$ cat config.mk
export PLATFORM = sky130hd
export DESIGN_NAME = csft_cell
export DESIGN_NICKNAME = d
export VERILOG_FILES = /design/src/sv/csft_pkg.sv /design/src/sv/csft_cell.sv
export SDC_FILE = /design/constraint.sdc
export NUM_CORES = 1
export LEC_CHECK = 0
export BUFFER_PORTS_ARGS = -buffer_cell sky130_fd_sc_hd__buf_2
export CAP_MARGIN = 20
export CORE_UTILIZATION = 30
export CTS_CLUSTER_DIAMETER = 120
export DETAILED_ROUTE_END_ITERATION = 10
export GPL_ROUTABILITY_DRIVEN = 0
export PLACE_DENSITY = 0.43
export SLEW_MARGIN = 20
export SYNTH_ARGS = -nofsm -noshare
export SYNTH_HDL_FRONTEND = slang
export SYNTH_SLANG_ARGS = --single-unit
export TNS_END_PERCENT = 100
$ cat constraint.sdc
create_clock -name i_clk -period 2.4 [get_ports i_clk]
set_input_delay 0.24 -clock i_clk [delete_from_list [all_inputs] [get_ports i_clk]]
set_output_delay 0.24 -clock i_clk [all_outputs]
set_load 0.03 [all_outputs]
$ cat src/sv/csft_pkg.sv
// shared types and constants of the case-folded string table
package csft_pkg;

    // default geometry
    localparam int ENTRIES_DEF = 64;
    localparam int STRLEN_DEF  = 32;

    // widest slot index and byte position that the control struct carries
    localparam int SLOT_W_MAX = 10;
    localparam int POS_W_MAX  = 6;

    // input commands
    localparam logic [1:0] CMD_STORE_FOLD = 2'd0;
    localparam logic [1:0] CMD_STORE_RAW  = 2'd1;
    localparam logic [1:0] CMD_QUERY      = 2'd2;
    localparam logic [1:0] CMD_SWAP       = 2'd3;

    // result kinds
    localparam logic [1:0] KIND_STORE  = 2'd0;
    localparam logic [1:0] KIND_LOOKUP = 2'd1;
    localparam logic [1:0] KIND_SWAP   = 2'd2;

    // configuration register indexes
    localparam logic [1:0] REG_DELIM   = 2'd0;
    localparam logic [1:0] REG_WS_STOP = 2'd1;
    localparam logic [1:0] REG_IN_USE  = 2'd2;

    // case fold mask and whitespace bound
    localparam logic [7:0] FOLD_MASK = 8'h20;
    localparam logic [7:0] WS_LIMIT  = 8'd33;

    // match bit operations of a cell
    localparam logic [2:0] OP_HOLD   = 3'd0;
    localparam logic [2:0] OP_NARROW = 3'd1;
    localparam logic [2:0] OP_ENDKEY = 3'd2;
    localparam logic [2:0] OP_SHIFT  = 3'd3;
    localparam logic [2:0] OP_CLEAR  = 3'd4;

    // control broadcast to every cell
    typedef struct packed {
        logic                  wa_en;
        logic [SLOT_W_MAX-1:0] wa_slot;
        logic [7:0]            wa_data;
        logic                  wb_en;
        logic [SLOT_W_MAX-1:0] wb_slot;
        logic [7:0]            wb_data;
        logic [POS_W_MAX-1:0]  waddr;
        logic [POS_W_MAX-1:0]  raddr;
        logic [7:0]            key;
        logic [2:0]            op;
    } t_cell_ctl;

endpackage

$ cat src/sv/csft_cell.sv
// one name slot: byte memory, registered read and match bit
module csft_cell #(
    parameter int STRLEN  = csft_pkg::STRLEN_DEF,
    parameter int IDX     = 0
) (
    input  logic                i_clk,
    input  logic                i_rst_n,
    input  csft_pkg::t_cell_ctl i_ctl,
    input  logic                i_next_match,
    output logic                o_match,
    output logic [7:0]          o_rd
);
    localparam int PW = $clog2(STRLEN);

    logic [7:0] mem [STRLEN];
    logic [7:0] r_rd;
    logic       r_match;
    logic       w_eq;

    // slot bytes, one write and one read port
    always_ff @(posedge i_clk) begin
        if (i_ctl.wa_en && i_ctl.wa_slot == csft_pkg::SLOT_W_MAX'(IDX)) begin
            mem[i_ctl.waddr[PW-1:0]] <= i_ctl.wa_data;
        end else if (i_ctl.wb_en && i_ctl.wb_slot == csft_pkg::SLOT_W_MAX'(IDX)) begin
            mem[i_ctl.waddr[PW-1:0]] <= i_ctl.wb_data;
        end
        r_rd <= mem[i_ctl.raddr[PW-1:0]];
    end

    // folded compare of the stored byte with the key byte
    assign w_eq = (r_rd != 8'd0) &&
                  ((r_rd | csft_pkg::FOLD_MASK) == (i_ctl.key | csft_pkg::FOLD_MASK));

    // match bit, shifted toward slot zero during the search
    always_ff @(posedge i_clk) begin
        if (!i_rst_n) begin
            r_match <= 1'b1;
        end else begin
            case (i_ctl.op)
                csft_pkg::OP_NARROW: r_match <= r_match & w_eq;
                csft_pkg::OP_ENDKEY: r_match <= r_match & (r_rd == 8'd0);
                csft_pkg::OP_SHIFT:  r_match <= i_next_match;
                csft_pkg::OP_CLEAR:  r_match <= 1'b1;
                default:             r_match <= r_match;
            endcase
        end
    end

    assign o_match = r_match;
    assign o_rd    = r_rd;
endmodule
Word-level counts from Yosys, hierarchy flattened

Memories as Yosys holds them, arrays and structs flattened. A register that Yosys moved wholly into a read port is not among the register bits.
Index checks and enable logic that the tools add are counted.

Equal/unequal tests: 5
Muxes and demuxes: 7
Bitwise operators: 3
Reduce and logical (&&, ||, !) cells: 8

Operators with widths:

| operator           | count |
|---|---|
| $logic_not 10->1   | 2 |
| $logic_not 8->1    | 1 |
| $mux 8             | 1 |
| $reduce_bool 8->1  | 1 |
| $eq 7x7->1         | 1 |
| $eq 3x2->1 const B | 2 |
| $mux 1             | 5 |
| $pmux 1 s4         | 1 |
| $reduce_bool 4->1  | 1 |
| $eq 3x1->1 const B | 1 |
| $eq 3x3->1 const B | 1 |
| $logic_and 1x1->1  | 3 |
| $and 1x1->1        | 2 |
| $or 1x1->1         | 1 |

Register bits after elaboration: 1
Bits in writable memories: 256
Input bits: 64
Memories kept: 1

Memories:

| memory | depth | width | read ports | clocked after Yosys merged registers in | write ports | line            | RTL |
|---|---|---|---|---|---|---|---|
| mem    | 32    | 8     | 1          | 1                                       | 1           | csft_cell.sv:15 | `logic [7:0] mem [STRLEN];` |

Depth between registers and ports, before layout

Word-level depth: 6
Depth in mapped cells: 6

Worst setup path before layout

OpenSTA, ideal clock, no wires.

Kind: in2reg
Start: input i_ctl[13] in the netlist's numbering
End: register r_rd[0], in the netlist o_rd[0], read port of mem
Arrival: 1.922 ns
Required time: 2.279 ns
Slack: 0.358 ns
Cell stages on the path: 5
Path through: clkbuf_1 -> clkbuf_1 -> mux4_2 -> mux4_2 -> mux2_2

RTL lines:

| item            | line            | RTL |
|---|---|---|
| start, declared | csft_cell.sv:8  | `input csft_pkg::t_cell_ctl i_ctl,` |
| end, declared   | csft_cell.sv:16 | `logic [7:0] r_rd;` |

==> summary.md <==
| Metric | Value |
|---|---|
| Initial Util | `30.77%` |
| Hold crit path type | `in -> reg` |
| Max-capacitance violation count | `0` |
| CTS max path bufs | `3` |
| Hold wc startpoint | `i_ctl[2]` |
| Worst EP arrival | `2240 ps` |
| First-pass GRT wire length | `33740 µm` |
| Total number of vias | `4929` |
| Cts hold-fix bufs | `1` |
| Async S/R FF share, synth | `0%` |
| Share of layout cells above drive strength 1 | `41.41%` |
| Top-count cell post-synth | `edfxtp_1` |
| Sequential area share after synthesis | `75.50%` |
| Hold Vio Cnt, Final | `0` |
| Reg2reg end | `o_rd[7]$_DFF_P_` |
| Initial antenna violation count | `0` |
| Critical path peak fanout | `1` |
| Routed vias/inst | `4.730` |
| Slew headroom | `41.88%` |
| Startpoint types | `flip-flop` |
| Initial DRT Pass Iterations | `6` |
| WL/cell | `21.67 µm` |
| Clk_skew | `9.932 ps` |
| Unrepaired setup endpoints after global routing | `false` |
| FF-to-FF Start | `mem[21][7]$_DFFE_PP_` |
| # DRC | `0` |
| Clk slew on worst S/H paths | `60 ps` |
| Total power | `9.740 mW` |
| CTS tree | `built` |
| Final Net Count | `638` |
| Die X-Extent | `188.4 µm` |
| Worst vdd ir | `469.9 µV` |
| Mapped Cells | `462` |
| CTS Sinks | `265` |
| Syn Std Cell Area | `0.01042 mm²` |
| Die Area | `0.03548 mm²` |
| CP Capture Type | `flip-flop` |
| CORE AREA | `0.03387 mm²` |
| Iter 0 DRT Violations | `336` |
| Vias in the first global route | `5238` |
| Hold Path End | `o_match$_SDFFE_PN1P_` |
| Mapped Avg Cell Area | `22.55 µm²` |
| Most used DFF post-synth | `edfxtp_1` |
| Final instance area | `0.01238 mm²` |
| R2R setup slack | `560 ps` |
| Ys Warns | `0` |
| Post-CTS resize count | `0` |
| Die height | `188.4 µm` |
| Post-DRT Antenna Nets | `0` |
| Fin crit period | `1836 ps` |
| WHS | `55.30 ps` |
| Num CTS Buffers | `27` |
| Worst-Margin Slew | `868.6 ps` |
| Worst-Skew Late Latency | `520 ps` |
| WP data required | `2810 ps` |
| FF-to-FF path depth | `3` |
| Final period util | `76.50%` |
| Site row count | `67` |
| PortBufs | `69` |
| P&R area growth vs syn | `18.82%` |
| Yosys cell types | `30` |
| # IOs | `73` |
| Main area contributors after synthesis | `edfxtp_1 74%, mux4_2 17%, dfxtp_1 1.7%` |
| H-tree levels | `1` |
| FILL cells | `3174` |
| TNS Setup | `0 ps` |
| Diodes inserted | `0` |
| Fin. max-slew vios | `0` |
| Largest net degree at the start of global routing | `49` |
| Synth area leader | `edfxtp_1` |
| EDFF count, synth | `256` |
| LEAKAGE | `3.976 nW` |
| Net Count, Synth | `526` |
| All-Layer GR Usage | `12.93%` |
| Final WL | `22580 µm` |
| Post-synth top cells | `256 x edfxtp_1, 80 x mux4_2, 34 x nor2_1` |
| Setup repair bufs after CTS | `0` |
| Run status | `finished, final reports clean` |
| PwrDens | `786.8 mW/mm²` |
| CTS root buf | `clkbuf_16` |
| #FFs+latches synth | `265` |
| DP Area | `0.01151 mm²` |
| Crit Path Category | `reg -> reg` |
| Yosys top cell area share | `73.78%` |
| Maximum clock frequency | `544.6 MHz` |
| Hold Crit Depth | `3` |
| Global route overflow | `0` |
| Hpwl dp | `14440 µm` |
| Final setup viols | `0` |
## cells in the final DEF (no fill, tap or decap), drive strengths merged, types with 2 or more instances in the layout
cell type,count
edfxtp,256
buf,104
mux4,80
nor2,34
clkbuf,27
mux2,16
clkinv,16
dfxtp,9
xor2,7
nor4,5
o21ai,4
and3,3
or3b,3
nor2b,3
nand3b,3
bufinv,3
nor4b,2
nor3,2
nand3,2
nand2,2
a41oi,2
clkinvlp,2
inv,2
## layout make-up
class	count	area, µm²	share of cell area (%)
repair buffers	105	670.6	5.417
multi-input cells	174	2416	19.51
inverters	1	3.754	0.03032
flip-flops and latches	265	7868	63.55
clock buffers	27	675.6	5.457
well taps	448	560.5	4.528
clock inverters	22	186.4	1.506
## kinds of logic after synthesis
family                 synth area share, %
AO/OA/AOI/OAI                       0.6725
XOR/XNOR                            0.5884
buffers and inverters                1.309
flip-flops                           75.50
multiplexers                         19.02
AND/OR/NAND/NOR                      2.906
## flip-flops by register name, indices dropped and copies added (netlist names)
signal	cells
mem	256
o_rd	8
o_match	1
## metal layers
| layer | GRT usage [%] | share of wire [%] | wire length, µm |
|---|---|---|---|
| met1 | 19.36 | 49 | 10990 |
| met2 | 19.63 | 45 | 10150 |
| met3 | 1.807 | 4.4 | 997 |
| met4 | 3.598 | 2.0 | 444 |
| met5 | 0 | 0 | 0 |
## power breakdown
group / switching, mW / internal (mW)
sequential: 0.0246 / 5.09
combinational: 0.302 / 0.238
clock: 1.72 / 2.37
## per-stage QoR
step	setup WS, ps	utilization [%]	cells
finish	563.9	36.56	1042
global placement	165.4	33.98	992
CTS	559.8	36.56	1042
detailed placement	113.7	33.98	992
global route	453.9	36.56	1042
floorplan	357.7	-	462
## worst max-delay path, cell delays in order (launching register included)
cell and delay [ps]:
edfxtp_1 370, mux4_2 540, mux4_2 510, mux2_2 300
## worst max-delay path by stage
stage                               from              endpoint  cells after the start
global route                   i_ctl[52]  mem[19][1]$_DFFE_PP_                      5
floorplan                      i_ctl[13]       o_rd[0]$_DFF_P_                      5
detailed placement             i_ctl[33]   mem[0][1]$_DFFE_PP_                      5
CTS                 mem[21][4]$_DFFE_PP_       o_rd[4]$_DFF_P_                      3
finish              mem[21][7]$_DFFE_PP_       o_rd[7]$_DFF_P_                      3
global placement               i_ctl[11]       o_rd[7]$_DFF_P_                      5
Note: power is estimated with default switching activity, not from simulation.
